[src/rtl/siw_pkg.sv]
`timescale 1ns / 1ps

package siw_pkg;

   // item field widths
   localparam int COV_W  = 32;
   localparam int OPA_W  = 16;
   localparam int IMP_W  = 48;

   // determinant datapath widths
   localparam int TERM_N  = 3;             // cofactor terms along the first row
   localparam int PROD_W  = 2 * COV_W;     // entry times entry
   localparam int COF_W   = PROD_W + 1;    // difference of two products
   localparam int SPLIT_W = 32;            // low slice of a cofactor
   localparam int HI_W    = COF_W - SPLIT_W;
   localparam int PART_W  = COV_W + HI_W;  // entry times one cofactor slice
   localparam int TERM_W  = PART_W + SPLIT_W;
   localparam int DET_W   = TERM_W + 1;

   // root of a value below 2^DET_W
   localparam int ROOT_W  = (DET_W + 1) / 2;
   localparam int SCALE_W = ROOT_W + OPA_W;

   // one stage of the square root chain
   typedef struct packed {
      logic              valid;
      logic [DET_W-1:0]  rem;
      logic [ROOT_W-1:0] root;
      logic [OPA_W-1:0]  opacity;
   } sqrt_stage_type;

endpackage

[src/rtl/siw_if.sv]


interface siw_rsp_if import siw_pkg::*; ();
   logic             valid;
   logic             ready;
   logic [IMP_W-1:0] importance;

   modport source (
      output valid, importance,
      input  ready
   );

   modport sink (
      input  valid, importance,
      output ready
   );
endinterface

[src/rtl/siw_rsp_skid.sv]
`timescale 1ns / 1ps

module siw_rsp_skid import siw_pkg::*; (
   input  logic             clock,
   input  logic             reset,
   input  logic             in_valid,
   input  logic [IMP_W-1:0] in_data,
   output logic             in_ready,
   siw_rsp_if.source        rsp_chan
);

   logic             out_valid_ff, out_valid_in;
   logic [IMP_W-1:0] out_data_ff, out_data_in;
   logic             skid_valid_ff, skid_valid_in;
   logic [IMP_W-1:0] skid_data_ff, skid_data_in;
   logic             out_free;

   assign in_ready = !skid_valid_ff;
   assign out_free = !out_valid_ff || rsp_chan.ready;

   always_comb begin
      out_valid_in  = out_valid_ff;
      out_data_in   = out_data_ff;
      skid_valid_in = skid_valid_ff;
      skid_data_in  = skid_data_ff;
      if (out_free) begin
         if (skid_valid_ff) begin
            out_valid_in  = 1'b1;
            out_data_in   = skid_data_ff;
            skid_valid_in = 1'b0;
         end else begin
            out_valid_in = in_valid;
            out_data_in  = in_data;
         end
      end else if (in_valid && !skid_valid_ff) begin
         skid_valid_in = 1'b1;
         skid_data_in  = in_data;
      end
   end

   always_ff @(posedge clock) begin
      if (reset) begin
         out_valid_ff  <= 1'b0;
         skid_valid_ff <= 1'b0;
      end else begin
         out_valid_ff  <= out_valid_in;
         skid_valid_ff <= skid_valid_in;
      end
      out_data_ff  <= out_data_in;
      skid_data_ff <= skid_data_in;
   end

   assign rsp_chan.valid      = out_valid_ff;
   assign rsp_chan.importance = out_data_ff;

endmodule

[src/flat_wrapper.sv]
// flat-port wrapper written by rule: the top's interface ports become plain ports
module siw_rsp_skid_flat import siw_pkg::*;
  (clock, reset, in_valid, in_data, in_ready, rsp_chan_valid, rsp_chan_importance, rsp_chan_ready);
  siw_rsp_if rsp_chan_i ();
  input  logic clock;
  input  logic reset;
  input  logic in_valid;
  input  logic [IMP_W-1:0] in_data;
  output logic in_ready;
  output wire logic [$bits(rsp_chan_i.valid)-1:0] rsp_chan_valid;
  output wire logic [$bits(rsp_chan_i.importance)-1:0] rsp_chan_importance;
  input wire logic [$bits(rsp_chan_i.ready)-1:0] rsp_chan_ready;
  assign rsp_chan_valid = rsp_chan_i.valid;
  assign rsp_chan_importance = rsp_chan_i.importance;
  assign rsp_chan_i.ready = rsp_chan_ready;
  siw_rsp_skid u_core (.clock(clock), .reset(reset), .in_valid(in_valid), .in_data(in_data), .in_ready(in_ready), .rsp_chan(rsp_chan_i));
endmodule
[config.mk]
export PLATFORM = sky130hd
export DESIGN_NAME = siw_rsp_skid_flat
export DESIGN_NICKNAME = d
export VERILOG_FILES = /design/src/rtl/siw_pkg.sv /design/src/rtl/siw_if.sv /design/src/rtl/siw_rsp_skid.sv /design/src/flat_wrapper.sv
export SDC_FILE = /design/constraint.sdc
export NUM_CORES = 1
export LEC_CHECK = 0
export ABC_AREA = 1
export CORE_MARGIN = 2
export CORE_UTILIZATION = 60
export CTS_CLUSTER_DIAMETER = 200
export CTS_CLUSTER_SIZE = 8
export DETAILED_ROUTE_END_ITERATION = 10
export DONT_BUFFER_PORTS = 1
export PLACE_DENSITY = 0.74
export SYNTH_ARGS = -nofsm -noshare
export SYNTH_HDL_FRONTEND = slang
export SYNTH_SLANG_ARGS = --single-unit
[constraint.sdc]
create_clock -name clock -period 6.69 [get_ports clock]
set_input_delay 1.338 -clock clock [delete_from_list [all_inputs] [get_ports clock]]
set_output_delay 1.338 -clock clock [all_outputs]
set_load 0.1 [all_outputs]
* Word-level counts from Yosys, hierarchy flattened
Cells that the tools add are included.
Storage, ports and cells: logic and storage cells 13, bits in registers 98, input port bits 52
Cells by class: mux-type cells 2, bitwise operators 1, reduce and logical (&&, ||, !) cells 6
Operator list (number):
- 48-bit 2-to-1 mux | 1
- 1-bit zero test | 2
- 2-bit AND reduction | 1
- 2-bit OR reduction | 1
- 1-bit logical AND | 1
- 1-bit logical OR | 1
- 1-bit 2-to-1 mux | 1
- 1-bit NOT | 1

* Logic depth before layout (Yosys ltp)
word-level depth 4, mapped depth 5, gate-level depth less buffers 3

* Worst setup path before layout
No wires, ideal clock.
kind in2reg, start in rsp_chan_ready, end reg u_core.skid_data_ff[0] (enable), path buffers 0, cell stages on the path 3, slack 2.393 ns, arrival 3.882 ns, cell sequence inv_1 nand2_1 nor2_2
Between the ends: word-level cells in the longest chain between the ends 3
RTL lines:
- start: declaration | line flat_wrapper.sv:12 | input wire logic [$bits(rsp_chan_i.ready)-1:0] rsp_chan_ready;
- 1-bit logical OR | line siw_rsp_skid.sv:19 | assign out_free = !out_valid_ff || rsp_chan.ready;
- named net u_core.out_free | line siw_rsp_skid.sv:16 | logic out_free;
- 1-bit NOT (no line)
- 2-bit AND reduction (no line)
- end signal: assignment | line siw_rsp_skid.sv:50 | skid_data_ff <= skid_data_in;
- end: declaration | line siw_rsp_skid.sv:15 | logic [IMP_W-1:0] skid_data_ff, skid_data_in;
The timed path passes the listed nets, and every way through them passes these cells. A chain may end at the register's enable or synchronous reset.

* Final worst setup path
start reg u_core.skid_valid_ff, end out in_ready
Between the ends: word-level cells in the longest chain between the ends 1
RTL lines:
- start: declaration | line siw_rsp_skid.sv:14 | logic skid_valid_ff, skid_valid_in;
- start signal: assignment | line siw_rsp_skid.sv:47 | skid_valid_ff <= skid_valid_in;
- 1-bit zero test | line siw_rsp_skid.sv:18 | assign in_ready = !skid_valid_ff;
- end: declaration | line flat_wrapper.sv:9 | output logic in_ready;
No other way between the ends.

==> flow_metrics.py <==
metrics = {
    "floorplanning": {
        "die_w_um": 81.7,
        "die_h_um": 81.7,
        "rows": 28,
        "dieArea_um2": 6680,
        "ioPinCount": 102,
        "core_um2": 5890,
        "start_util": 0.616,
    },
    "yosys": {
        "async_flop_share": 0,
        "synth.most_common_cell": "nand2_1",
        "syn_area_um2": 3630,
        "ys_top_cells_by_area": "edfxtp_1 80%, nand2_1 15%, buf_6 2.2%",
        "syn_avg_cell_area_um2": 13.7,
        "synth_ff_type": "edfxtp_1",
        "synth_top_area_frac": 0.795,
        "synth_seq_cells": 98,
        "yosysWarningCount": 0,
        "synthCells": 264,
        "synth.distinct_cells": 12,
        "synth_top_cell_by_area": "edfxtp_1",
        "synth_common_cells": "146 x nand2_1, 96 x edfxtp_1, 7 x buf_6, 4 x buf_4",
        "syn_nets": 316,
        "synth_edf_count": 96,
        "seq_area_frac_synth": 0.806,
    },
    "pwr": {
        "sequentialPowerShare": 0.722,
        "total_power_mw": 1.27,
        "power.share.clock": 0.251,
        "cellLeakagePower_nw": 1.47,
        "p_comb_frac": 0.027,
        "ir_drop_mv": 0.164,
        "p_per_area_nw_per_um2": 334,
        "p_sw_frac": 0.325,
        "p_int_mw": 0.856,
        "switching_power_mw": 0.412,
    },
    "final_layout": {
        "stdcell_count": 346,
        "nets": 318,
        "drive_gt1_frac": 0.0701,
        "fill_cells": 439,
        "antenna_cells": 0,
        "syn2layout_area_growth_pct": 4.69,
    },
    "setup_path": {
        "cp-start-kind": "register",
        "worstReg2RegEnd": "u_core.skid_data_ff[18]$_DFFE_PP_",
        "endpoint_kind": "output port",
        "path_class": "register to output port",
        "r2r_cells": 4,
        "critPathLaunch": "u_core.skid_valid_ff$_SDFFE_PP0P_",
        "crit_required_ns": 5.35,
        "cp_top_family": "flip-flops",
        "worstPathMaxFanout": 51,
        "regToRegStartpoint": "u_core.rsp_chan.valid$_SDFFE_PP0P_",
        "cpPeakStageDelay_ns": 0.99,
        "r2r_slack_ns": 4.17,
        "crit_path_cell_trace": "inv_6",
        "slowest_stage": "dfxtp_2",
        "arrival_ns": 1.79,
        "path_buf_inv": 1,
    },
    "clocking": {
        "cts_made_buffers": 9,
        "postCtsSetupRepairBufs": 0,
        "clk_latency_ns": 0.35,
        "clk_path_buf_depth": 2,
        "root_buffer": "clkbuf_8",
        "cts_tree": "yes",
        "cts_sinks": 98,
        "cts_resized": 0,
        "clk_pin_slew_ns": 0.09,
        "cts_hold_buf": 0,
        "htreeDepth": 3,
    },
    "placement": {
        "dp.cells": 330,
        "pre_cts_slack_ns": 3.78,
        "place.gp.congestion": 0.821,
        "dpl.hpwl_um": 3900,
        "portBuffers": 0,
    },
    "route": {
        "drc": 0,
        "wire_per_inst_um": 17.8,
        "totalWireLength_um": 6140,
        "vias_per_cell": 5.29,
        "drtIter0Drc": 167,
        "postRouteAntennaNets": 0,
        "vias": 1829,
        "drt-pass1-iter-count": 4,
    },
    "global_route": {
        "grt_pass1_vias": 1781,
        "gr-total-overflow": 0,
        "antenna_found_initial": 0,
        "gr-usage-all-layers": 0.191,
        "grt_pass1_wl_um": 9050,
        "grt_max_degree": 52,
    },
    "timing": {
        "finalSetupViolCount": 0,
        "skew_ns": 0.0114,
        "worst_slew_pin_slew_ns": 1.03,
        "min_period_ns": 3.13,
        "post-route-period-util": 0.467,
        "totalNegativeSetupSlack_ns": 0,
        "max_slew_margin": 0.315,
        "hold_viol_final": 0,
        "rsz0062_at_grt": "false",
        "slew_violations": 0,
        "fmax_mhz": 320,
        "fin_ws_ns": 3.56,
    },
    "worst_hold_path": {
        "hold_depth": 2,
        "holdPathEnd": "u_core.rsp_chan.importance[12]$_DFFE_PP_",
        "hp-start": "u_core.skid_data_ff[12]$_DFFE_PP_",
        "hold_path_class": "register to register",
    },
    "outcome": {
        "outcome": "completed",
    },
    "run": {
        "cap_violations": 0,
    },
}
## routing by layer
| layer | vias up | track usage | wire [µm] |
|---|---|---|---|
| li1 | 888 | - | - |
| met1 | 858 | 0.247 | 2520 |
| met2 | 68 | 0.285 | 2990 |
| met3 | 15 | 0.0659 | 471 |
| met4 | 0 | 0.102 | 164 |
| met5 | - | 0 | 0 |
## worst min-delay path: stages, from the launching register on
cell and delay [ns]:
edfxtp_1 0.33, nand2_1 0.05, nand2_1 0.05
## through the flow
stage                     hold slack [ns]  utilization  instance area, µm²
after global placement              0.500        0.618                3630
after CTS                           0.522        0.645                3800
after global routing                0.536        0.645                3800
after floorplan                     0.494            -                3630
after detailed placement            0.505        0.618                3630
final                               0.516        0.645                3800
## layout make-up
type / count / area, µm² / share of cell area
inverters: 3 / 16.3 / 0.00428
repair buffers: 2 / 15.0 / 0.00396
well taps: 75 / 93.8 / 0.0247
clock inverters: 6 / 33.8 / 0.00890
clock buffers: 10 / 128 / 0.0336
flip-flops and latches: 98 / 2920 / 0.770
multi-input cells: 152 / 586 / 0.154
## how the worst max path moves through the flow
stage | endpoint | slack (ns) | cells after the start
after floorplan | u_core.skid_data_ff[0]$_DFFE_PP_ | 2.39 | 3
after global placement | u_core.skid_data_ff[35]$_DFFE_PP_ | 3.84 | 5
after detailed placement | u_core.skid_data_ff[35]$_DFFE_PP_ | 3.78 | 5
after CTS | in_ready | 3.54 | 1
after global routing | in_ready | 3.43 | 1
final | in_ready | 3.56 | 1
## placed cells by master (no fill, tap or decap), drive strengths merged
cell      instances
clkinvlp          3
edfxtp           96
nand3             1
o21ai             1
clkbuf           10
dfxtp             2
nor2              3
nand2           147
clkinv            3
inv               3
buf               2
## power by group through the flow
stage / registers (mW) / clock network (mW) / logic, mW
finish: 0.916 / 0.318 / 0.0341
global route: 0.920 / 0.349 / 0.0402
CTS: 0.917 / 0.324 / 0.0347
detailed placement: 0.931 / 0 / 0.0347
global placement: 0.928 / 0 / 0.0325
floorplan: 0.924 / 0 / 0.0301
## registers in the layout, indices dropped and copies added, names as in the netlist
register,count
u_core.skid_data_ff,48
u_core.rsp_chan.importance,48
u_core.skid_valid_ff,1
u_core.rsp_chan.valid,1
## kinds of logic (layout without fill, tap and decap cells)
group                  count (synthesis)  in the layout  share of synthesized area
AO/OA/AOI/OAI                          1              1                    0.00138
buffers and inverters                 14             21                     0.0345
flip-flops                            98             98                      0.806
AND/OR/NAND/NOR                      151            151                      0.158
Power figures use the tool's default switching activity.
