[config.mk]
export PLATFORM = sky130hd
export DESIGN_NAME = siw_sqrt_cell
export DESIGN_NICKNAME = d
export VERILOG_FILES = /design/src/rtl/siw_pkg.sv /design/src/rtl/siw_sqrt_cell.sv
export SDC_FILE = /design/constraint.sdc
export NUM_CORES = 1
export LEC_CHECK = 0
export ABC_CLOCK_PERIOD_IN_PS = 12900
export BUFFER_PORTS_ARGS = -buffer_cell sky130_fd_sc_hd__buf_2
export CAP_MARGIN = 20
export CORE_MARGIN = 3
export CORE_UTILIZATION = 52
export CTS_CLUSTER_SIZE = 20
export DETAILED_ROUTE_END_ITERATION = 7
export PLACE_DENSITY = 0.87
export SLEW_MARGIN = 5
export SYNTH_ARGS = -nofsm -noshare
export SYNTH_HDL_FRONTEND = slang
export SYNTH_SLANG_ARGS = --single-unit
[constraint.sdc]
create_clock -name clock -period 12.9 [get_ports clock]
set_input_delay 2.58 -clock clock [delete_from_list [all_inputs] [get_ports clock]]
set_output_delay 2.58 -clock clock [all_outputs]
set_load 0.01 [all_outputs]
[src/rtl/siw_pkg.sv]
`timescale 1ns / 1ps

package siw_pkg;

   // item field widths
   localparam int COV_W  = 32;
   localparam int OPA_W  = 16;
   localparam int IMP_W  = 48;

   // determinant datapath widths
   localparam int TERM_N  = 3;             // cofactor terms along the first row
   localparam int PROD_W  = 2 * COV_W;     // entry times entry
   localparam int COF_W   = PROD_W + 1;    // difference of two products
   localparam int SPLIT_W = 32;            // low slice of a cofactor
   localparam int HI_W    = COF_W - SPLIT_W;
   localparam int PART_W  = COV_W + HI_W;  // entry times one cofactor slice
   localparam int TERM_W  = PART_W + SPLIT_W;
   localparam int DET_W   = TERM_W + 1;

   // root of a value below 2^DET_W
   localparam int ROOT_W  = (DET_W + 1) / 2;
   localparam int SCALE_W = ROOT_W + OPA_W;

   // one stage of the square root chain
   typedef struct packed {
      logic              valid;
      logic [DET_W-1:0]  rem;
      logic [ROOT_W-1:0] root;
      logic [OPA_W-1:0]  opacity;
   } sqrt_stage_type;

endpackage

[src/rtl/siw_sqrt_cell.sv]
`timescale 1ns / 1ps

module siw_sqrt_cell import siw_pkg::*; #(
   parameter int BIT = 0
) (
   input  logic           clock,
   input  logic           reset,
   input  logic           enable,
   input  sqrt_stage_type in_stage,
   output sqrt_stage_type out_stage
);

   logic [DET_W-1:0] trial;
   logic             fits;
   sqrt_stage_type   stage_in;
   sqrt_stage_type   stage_ff;

   // (2*root + 2^BIT) * 2^BIT, root holding only bits above BIT
   assign trial = (DET_W'(in_stage.root) << (BIT + 1)) | (DET_W'(1) << (2 * BIT));
   assign fits  = in_stage.rem >= trial;

   always_comb begin
      stage_in.valid   = in_stage.valid;
      stage_in.opacity = in_stage.opacity;
      stage_in.rem     = fits ? (in_stage.rem - trial) : in_stage.rem;
      stage_in.root    = in_stage.root | (ROOT_W'(fits) << BIT);
   end

   always_ff @(posedge clock) begin
      if (reset) begin
         stage_ff.valid <= 1'b0;
      end else if (enable) begin
         stage_ff <= stage_in;
      end
   end

   assign out_stage = stage_ff;

endmodule

Yosys cells after proc, flatten, opt, wreduce, memory -nomap -nowiden
Index checks and enable logic that the tools add are counted.
- add/sub/neg operators: 1
- $lt $le $gt $ge: 1
- muxes and demuxes: 1
- bitwise operators: 2
- reduce and logical (&&, ||, !) cells: 1
- operators with widths (kind ; count):
    $ge A98 B50 Y1 ; 1
    $mux W98 ; 1
    $sub A98 B50 Y98 ; 1
    $or A49 B1 Y49 ; 1
    $reduce_and A2 Y1 ; 1
    $not A1 Y1 ; 1
- register bits: 164
- input port bits: 167
- output and inout bits: 164
- logic and storage cells: 10

Longest topological paths before layout
Gate-level depths: netlist of the first run.
- word-level depth: 2
- mapped depth: 14
- gate-level depth less buffers: 12

Worst setup path before layout of the first run
OpenSTA, ideal clock, no wires.
- kind: input -> register
- start point: in reset
- end point: reg stage_ff (netlist bit out_stage[0]), enable pin
- library setup time: 710 ps
- arrival: 9803 ps
- required time: 12190 ps
- path slack: 2387 ps
- stages on the path: 1
- path buffers: 0
- path through: nor2b_1
- longest elaborated chain between the ends: 2
- ends and longest elaborated chain (item ; RTL line ; source):
    start, declared ; siw_sqrt_cell.sv:7 ; input logic reset,
    $not A1 Y1 (no source line) ; n/a ;
    $reduce_and A2 Y1 (no source line) ; n/a ;
    end signal, assigned ; siw_sqrt_cell.sv:33 ; stage_ff <= stage_in;
    end, declared ; siw_sqrt_cell.sv:16 ; sqrt_stage_type stage_ff;
No other way between the ends.
A chain may end at the register's enable or synchronous reset.

==> results of run 1 <==
-- cells in the final DEF (no fill, tap or decap), types with 28 or more instances in the layout --
| cell type | n |
|---|---|
| o21ai_0 | 41 |
| inv_1 | 67 |
| xor2_1 | 39 |
| nor3_1 | 30 |
| nand2_1 | 76 |
| a21oi_1 | 116 |
| xnor2_1 | 57 |
| buf_2 | 330 |
| ha_1 | 50 |
| nor2_1 | 116 |
| edfxtp_1 | 163 |
| nand4_1 | 28 |
-- cells in the mapped netlist, drive strengths merged (3+ instances only) --
cell,n
a211oi,4
a21o,7
a21oi,116
a22oi,3
a31o,3
and2,6
and3,6
buf,9
clkbuf,27
edfxtp,163
ha,50
inv,67
mux2,9
nand2,77
nand2b,3
nand3,24
nand4,28
nor2,116
nor2b,6
nor3,30
nor3b,3
nor4,20
o211ai,6
o21a,5
o21ai,42
o21bai,13
o221ai,3
o22ai,6
o311ai,3
o31ai,3
or2,4
or3,16
or4,10
xnor2,57
xor2,39
-- where the power goes --
group          switching [mW]  total [mW]  internal [mW]  leakage [nW]
combinational           0.205       0.342          0.136          3.48
clock                   0.227       0.538          0.311         0.297
sequential             0.0110       0.653          0.642          1.54
total                   0.443        1.53           1.09          5.32
-- path summary, 6_finish.rpt --
kind,to,slack (ns),cells after the start
min reg2reg,out_stage[163]$_SDFFE_PP0P_,0.51,2
max reg2reg,out_stage[163]$_SDFFE_PP0P_,12.32,2
min,out_stage[163]$_SDFFE_PP0P_,0.51,2
max,out_stage[157]$_DFFE_PP_,6.73,12
-- cells by family (layout without fill, tap and decap cells) --
kind of cell    count (synthesis)  after routing  share of synthesized area, %
simple gates                  357            357                          17.6
other cells                     0              2                             0
fa+ha+maj                      51             51                          6.33
compound gates                232            232                          13.7
buf+inv                       103            433                          4.45
xor+xnor                       96             96                          8.25
mux                            10             10                          1.42
flops                         164            164                          48.2
-- per-layer routing --
| layer | routed length (microns) | part of all wire [%] | track usage [%] |
|---|---|---|---|
| met1 | 12300 | 39 | 35.5 |
| met2 | 15400 | 49 | 48.8 |
| met3 | 2440 | 7.8 | 5.90 |
| met5 | 60 | 0.19 | 0 |
| met4 | 1250 | 4.0 | 10.6 |
-- metrics by stage --
stage	util, %	cell area, sq um	std cells	power [mW]
3_3_place_gp	63.3	12000	1569	0.990
3_5_place_dp	63.3	12000	1569	0.998
2_1_floorplan	-	10200	1013	0.873
4_1_cts	66.6	12600	1601	1.53
6_report	66.9	12700	1605	1.53
5_1_grt	66.9	12700	1605	1.59
-- layout make-up --
class / instances / area [sq um] / share of cell area, %
timing repair buffer: 334 / 1720 / 13.6
tap: 260 / 325 / 2.57
sequential: 164 / 4910 / 38.8
clock inverter: 14 / 191 / 1.51
multi-input combinational: 746 / 4840 / 38.2
inverter: 67 / 251 / 1.98
clock buffer: 18 / 429 / 3.39
antenna: 2 / 5.00 / 0.0395
-- worst reg2reg max path, delay by kind of cell, from the launching register on --
kind / cells / cell delay, ns
and+or+nand+nor: 1 / 0.05
DFF: 1 / 0.31
muxes: 1 / 0.12
==> results.toml, run 1 <==
[critical_path]
cp.required_ns = 13.05
path_max_fanout = 10
cp-startpoint = "in_stage[16]"
endpoint_kind = "flop"
cpMaxStageDelayCell = "a222oi_1"
crit_arrival_ns = 6.32
slowest_delay_ns = 0.52
worst-setup-path-type = "in -> reg"
start_kind = "primary input"
path_buf_inv = 2
r2r-start = "out_stage[163]$_SDFFE_PP0P_"
critical_path.top_delay_family = "compound AO/OA/AOI/OAI gates"
path_cells = "buf_2 > inv_1 > fa_1 > a211oi_1 > o21bai_1 > a21oi_1 > o221ai_1 > a222oi_1 > a31o_2 > nor3b_4 > nor4b_1 > xor2_1"

[timing]
finalSetupTns_ns = 0
final_max_slew_viol_count = 0
fin_crit_ns = 6.17
fmax_ghz = 0.162
setup_viol_count_final = 0
fin_crit_sh_pct = 47.8
hold_viol = 0
slew_headroom_pct = 21.3
hold_slack_ns = 0.514
grt_setup_unrepaired = "no"
skew_ns = 0
max_slew.worst_pin.slew_ns = 1.17
fin_ws_ns = 6.73

[global_routing]
gr-usage-all-layers_pct = 28.4
grt_start_max_net_pins = 101
grt_pass1_vias = 9203
antenna_found_initial = 7
grt_pass1_wl_mm = 48.6
grt.overflow.total = 0

[floorplan]
core-area_sq_um = 19000
rows = 50
initial_core_util_pct = 53.8
die_h_microns = 146
die_w_microns = 146
ioPinCount = 331
dieArea_sq_um = 21300

[route]
postRouteAntennaNets = 0
post_drt_wl_per_cell_microns = 19.6
drcViolationCount = 0
wl_mm = 31.5
vias = 9318
detail_route.first_pass.iterations = 6
drtIter0Drc = 827
vias_per_cell = 5.81

[yosys]
synth.avg_cell_area_sq_um = 10.1
synth_nets = 1231
ys_seq_area_share_pct = 48.2
synth-edff-count = 163
yosysTopAreaCellShare_pct = 48.0
synth_warnings = 0
synth_cell_types = 67
ys_ff_latch = 164
synth_area_leaders = "edfxtp_1, ha_1, a21oi_1, xnor2_1, nor2_1"
netlist_instances = 1013
synth-async-reset-ratio_pct = 0
ys.flop_type = "edfxtp_1"
yosysTopAreaCell = "edfxtp_1"
netlist_area_sq_um = 10200

[layout]
fillers = 1498
nets = 1548
largest_reg_flops = 164
final_layout_size_suffix_gt1_share_pct = 29.5
area_delta_synth_final_pct = 24.3

[clock_network]
worstSkewPairLatency_ns = 0.42
cts_max_level = 4
cts_setup_buffers = 0
numCtsBuffers = 17
ctsHoldBuffers = 0
root_buffer = "clkbuf_16"
clk_pin_slew_worst_paths_ns = 0.07
cts_tree = "done"
cts-resized-gates = 0
clkSinkCount = 164
cts_buffer_depth = 2

[placed_design]
pre_cts_ws_ns = 5.95
portBuffers = 330
place_congestion = 0.946
hpwlAfterDp_mm = 24.5

[pwr]
p_leak_nw = 5.32
power.density_nw_per_um2 = 121
ir_worst_vdd_mv = 0.0891

[min_path]
hp-class = "reg -> reg"
hp-start = "out_stage[163]$_SDFFE_PP0P_"

[job]
drv_cap = 0

[outcome]
outcome = "complete, no violations"
Power figures use the tool's default switching activity.
==> inputs of run 2 (changes only) <==
--- a/config.mk
+++ b/config.mk
@@ -5,7 +5,7 @@
 export SDC_FILE = /design/constraint.sdc
 export NUM_CORES = 1
 export LEC_CHECK = 0
-export ABC_CLOCK_PERIOD_IN_PS = 12900
+export ABC_CLOCK_PERIOD_IN_PS = 6300
 export BUFFER_PORTS_ARGS = -buffer_cell sky130_fd_sc_hd__buf_2
 export CAP_MARGIN = 20
 export CORE_MARGIN = 3
==> constraint.sdc (replaced) <==
create_clock -name clock -period 6.3 [get_ports clock]
set_input_delay 1.26 -clock clock [delete_from_list [all_inputs] [get_ports clock]]
set_output_delay 1.26 -clock clock [all_outputs]
set_load 0.01 [all_outputs]
==> run 2 against run 1 <==
Effect of this change: sequential share of layout area up 0.23 points; first-iteration DRC count shrank 6.3%; cell count about the same; die area is the same; critical path depth unchanged; cell area down 0.59%; critical endpoint is now out_stage[158]$_DFFE_PP_.
==> results.toml, run 2 (synthesized netlist as in run 1, its figures left out) <==
[placed_design]
pre_cts_ws_ns = 1.14
place_area_sq_um = 12000
portBuffers = 330
hpwlAfterDp_mm = 24.1
place_congestion = 0.947

[pwr]
p_leak_nw = 5.28
p_total_mw = 3.06
ir_worst_vdd_mv = 0.200
power.density_nw_per_um2 = 242

[layout]
seq_area_sq_um = 4910
area_delta_synth_final_pct = 23.6
design_area_sq_um = 12600
multi_input_area_sq_um = 4840
layout_commonest_cell = "buf_2"
largest_reg_flops = 164
fillers = 1524
nets = 1549
final_layout_size_suffix_gt1_share_pct = 29.5
mostFrequentLayoutCells = "buf_2, edfxtp_1, a21oi_1, nor2_1, nand2_1"

[clock_network]
worstSkewPairLatency_ns = 0.44
cts_buffer_depth = 2
clkSinkCount = 164
cts_max_level = 4
cts_setup_buffers = 0
clk_pin_slew_worst_paths_ns = 0.07
ctsHoldBuffers = 0
cts_tree = "done"
root_buffer = "clkbuf_16"
cts-resized-gates = 0
numCtsBuffers = 17

[outcome]
outcome = "complete, no violations"

[critical_path]
endpoint_kind = "flop"
crit_arrival_ns = 4.92
rrSetupSlack_ns = 5.68
path_max_fanout = 73
worst-setup-path-type = "in -> reg"
cp.required_ns = 6.47
start_kind = "primary input"

[timing]
skew_ns = 0
max_slew.worst_pin.slew_ns = 0.860
grt_setup_unrepaired = "no"
fin_crit_sh_pct = 75.4
fin_crit_ns = 4.75
hold_viol = 0
hold_slack_ns = 0.533
finalSetupTns_ns = 0
final_max_slew_viol_count = 0
fin_ws_ns = 1.55
fmax_ghz = 0.211
setup_viol_count_final = 0
slew_headroom_pct = 42.6

[route]
post_drt_wl_per_cell_microns = 19.0
postRouteAntennaNets = 0
drcViolationCount = 0
vias_per_cell = 5.73
drtIter0Drc = 775
detail_route.first_pass.iterations = 5
wl_mm = 30.5
vias = 9198

[floorplan]
die_h_microns = 146
core-area_sq_um = 19000
rows = 50
initial_core_util_pct = 53.8
dieArea_sq_um = 21300
ioPinCount = 331
die_w_microns = 146

[global_routing]
grt_start_max_net_pins = 74
grt_pass1_vias = 8871
gr-usage-all-layers_pct = 27.4
antenna_found_initial = 4
grt_pass1_wl_mm = 46.8
grt.overflow.total = 0

[job]
drv_cap = 0

[min_path]
hp-class = "reg -> reg"
run 2: cell count changes in the layout (fill, tap and decap cells not counted):
cell / previous run / this run
buf_4: 2 / 5
buf_16: 2 / 0
bufinv_16: 3 / 1
clkinv_8: 0 / 1
inv_6: 2 / 3
clkinvlp_4: 2 / 4
inv_8: 3 / 1
run 2: per-stage QoR:
stage          util (%)  cells
6_report           66.5   1606
5_1_grt            66.5   1606
4_1_cts            66.4   1604
3_5_place_dp       63.4   1572
3_3_place_gp       63.4   1572
2_1_floorplan         -   1013
run 2: metal layers:
layer / global-route usage (%) / vias up / routed length (microns)
li1: - / 4378 / -
met1: 35.0 / 4269 / 12300
met2: 45.9 / 469 / 14700
met3: 5.99 / 78 / 2450
met4: 10.7 / 4 / 1030
met5: 0 / - / 22
run 2: area by class of cell:
class	count	area share (%)
Antenna cell	2	0.0397
Clock inverter	14	1.18
Sequential cell	164	39.0
Tap cell	260	2.58
Multi-Input combinational cell	746	38.4
Inverter	67	2.00
Timing Repair Buffer	335	13.4
Clock buffer	18	3.41
run 2: power breakdown:
part	switching (mW)	total [mW]	internal (mW)
combinational	0.415	0.693	0.278
sequential	0.0227	1.34	1.32
clock	0.469	1.02	0.555
run 2: worst paths after layout:
kind,from,to,cells past startpoint
max,in_stage[38],out_stage[158]$_DFFE_PP_,12
min,out_stage[163]$_SDFFE_PP0P_,out_stage[163]$_SDFFE_PP0P_,2
max reg2reg,out_stage[163]$_SDFFE_PP0P_,out_stage[163]$_SDFFE_PP0P_,2
min reg2reg,out_stage[163]$_SDFFE_PP0P_,out_stage[163]$_SDFFE_PP0P_,2
run 2: critical path, cell delays in order:
cell and delay (ns):
buf_2 0.09, inv_1 0.04, ha_1 0.40, nand4_1 0.25, nor4_1 0.57, nand4_1 0.24, nor4_2 0.30, a2111o_2 0.18
or2_4 0.69, o311ai_4 0.38, nor4_1 0.40, xor2_1 0.11
==> inputs of run 3 (changes only) <==
--- a/config.mk
+++ b/config.mk
@@ -5,7 +5,7 @@
 export SDC_FILE = /design/constraint.sdc
 export NUM_CORES = 1
 export LEC_CHECK = 0
-export ABC_CLOCK_PERIOD_IN_PS = 6300
+export ABC_CLOCK_PERIOD_IN_PS = 4700
 export BUFFER_PORTS_ARGS = -buffer_cell sky130_fd_sc_hd__buf_2
 export CAP_MARGIN = 20
 export CORE_MARGIN = 3
==> constraint.sdc (replaced) <==
create_clock -name clock -period 4.7 [get_ports clock]
set_input_delay 0.94 -clock clock [delete_from_list [all_inputs] [get_ports clock]]
set_output_delay 0.94 -clock clock [all_outputs]
set_load 0.01 [all_outputs]
==> run 3 against run 2 <==
Effect of this change: non-clock buffer count is 7 higher; cell count up 0.37%; critical endpoint is now out_stage[157]$_DFFE_PP_; setup slack lost 0.91 ns; critical path depth increased by 1; combinational power grew 36%; clock skew stayed put; highest routed layer unchanged; register-to-register slack got worse by 1.6 ns; critical path type unchanged; sequential power grew 34%; cell area is 0.48% higher; largest power group unchanged; first-iteration DRC count increased by 3.6%; global-route usage grew 0.43 points; utilization is 0.32 points higher.
==> results.toml, run 3 (synthesized netlist as in run 1, its figures left out) <==
[outcome]
outcome = "complete, no violations"

[global_routing]
grt_pass1_wl_mm = 47.5
grt_start_max_net_pins = 164
grt.overflow.total = 0
grt_pass1_vias = 8895
gr-usage-all-layers_pct = 27.8
antenna_found_initial = 3

[critical_path]
endpoint_kind = "flop"
worst-setup-path-type = "in -> reg"
crit_arrival_ns = 4.21
start_kind = "primary input"
path_max_fanout = 10
cp.required_ns = 4.86

[route]
post_drt_wl_per_cell_microns = 19.3
drtIter0Drc = 803
drcViolationCount = 0
vias_per_cell = 5.73
vias = 9235
wl_mm = 31.2
detail_route.first_pass.iterations = 5
postRouteAntennaNets = 0

[timing]
fmax_ghz = 0.247
fin_crit_sh_pct = 86.2
finalSetupTns_ns = 0
setup_viol_count_final = 0
slew_headroom_pct = 41.7
fin_crit_ns = 4.05
max_slew.worst_pin.slew_ns = 0.874
grt_setup_unrepaired = "no"
skew_ns = 0
final_max_slew_viol_count = 0
hold_viol = 0

[layout]
final_layout_size_suffix_gt1_share_pct = 29.8
largest_reg_flops = 164
area_delta_synth_final_pct = 24.2
layout_commonest_cell = "buf_2"
nets = 1556
mostFrequentLayoutCells = "buf_2, edfxtp_1, a21oi_1, nor2_1, nand2_1"
utilization_pct = 66.8

[floorplan]
core-area_sq_um = 19000
dieArea_sq_um = 21300
die_w_microns = 146
rows = 50
ioPinCount = 331
initial_core_util_pct = 53.8
die_h_microns = 146

[clock_network]
ctsHoldBuffers = 0
cts_buffer_depth = 2
cts_max_level = 4
clk_pin_slew_worst_paths_ns = 0.07
worstSkewPairLatency_ns = 0.43
numCtsBuffers = 17
cts-resized-gates = 0
clkSinkCount = 164
cts_tree = "done"
cts_setup_buffers = 0
root_buffer = "clkbuf_16"

[min_path]
hp-class = "reg -> reg"

[pwr]
ir_worst_vdd_mv = 0.266
power.density_nw_per_um2 = 325
p_leak_nw = 5.32

[job]
drv_cap = 0

[placed_design]
hpwlAfterDp_mm = 24.3
place_congestion = 0.920
portBuffers = 330
[run 3: cell count changes in the layout (fill, tap and decap cells not counted), sizes merged]
cell,previous run,this run
buf,335,342
clkbuf,18,17
inv,71,73
clkinvlp,4,2
clkinv,5,6
diode,2,1
[run 3: layer usage]
layer	track usage (%)	up-vias	share of wire, %	wire length (microns)
met5	0	-	0.067	21
met2	47.5	449	49	15300
met3	6.27	62	7.9	2480
met1	35.6	4334	40	12500
met4	8.80	4	2.6	806
li1	-	4386	-	-
[run 3: power by group]
group | internal [mW] | switching (mW)
combinational | 0.377 | 0.564
clock | 0.744 | 0.634
sequential | 1.76 | 0.0301
total | 2.88 | 1.23
[run 3: worst paths after layout]
check / from / end / slack, ns / cells past startpoint
worst max-delay path: in_stage[40] / out_stage[157]$_DFFE_PP_ / 0.65 / 13
worst min-delay path: out_stage[163]$_SDFFE_PP0P_ / out_stage[163]$_SDFFE_PP0P_ / 0.51 / 2
worst max register to register: out_stage[163]$_SDFFE_PP0P_ / out_stage[163]$_SDFFE_PP0P_ / 4.12 / 2
worst min register to register: out_stage[163]$_SDFFE_PP0P_ / out_stage[163]$_SDFFE_PP0P_ / 0.51 / 2
[run 3: final cells by class]
cell class | instances | area (sq um)
diodes | 1 | 2.50
clock buffers | 17 | 425
clock inverters | 15 | 150
fillers | 1523 | 6290
inverters | 67 | 251
multi-input cells | 746 | 4840
flip-flops and latches | 164 | 4910
well taps | 260 | 325
repair buffers | 342 | 1750
[run 3: stage by stage]
stage | setup slack [ns] | hold WS, ns | instance area, sq um | cells | total power, mW
floorplan | 0.882 | 0.528 | 10200 | 1013 | 2.38
global placement | 0.377 | 0.473 | 12100 | 1579 | 2.72
detailed placement | 0.276 | 0.489 | 12100 | 1579 | 2.74
CTS | 0.717 | 0.508 | 12700 | 1611 | 4.12
global route | 0.427 | 0.573 | 12700 | 1612 | 4.27
finish | 0.646 | 0.506 | 12700 | 1612 | 4.11
[run 3: worst max-delay path: stages]
cell and delay, ns:
buf_2 0.10, inv_1 0.04, ha_1 0.36, a21oi_1 0.21, o21ai_1 0.11, a2111oi_0 0.63, nor2_1 0.19, a222oi_1 0.48
a31o_2 0.26, nor3b_4 0.18, buf_4 0.21, nor4b_1 0.37, xor2_1 0.12
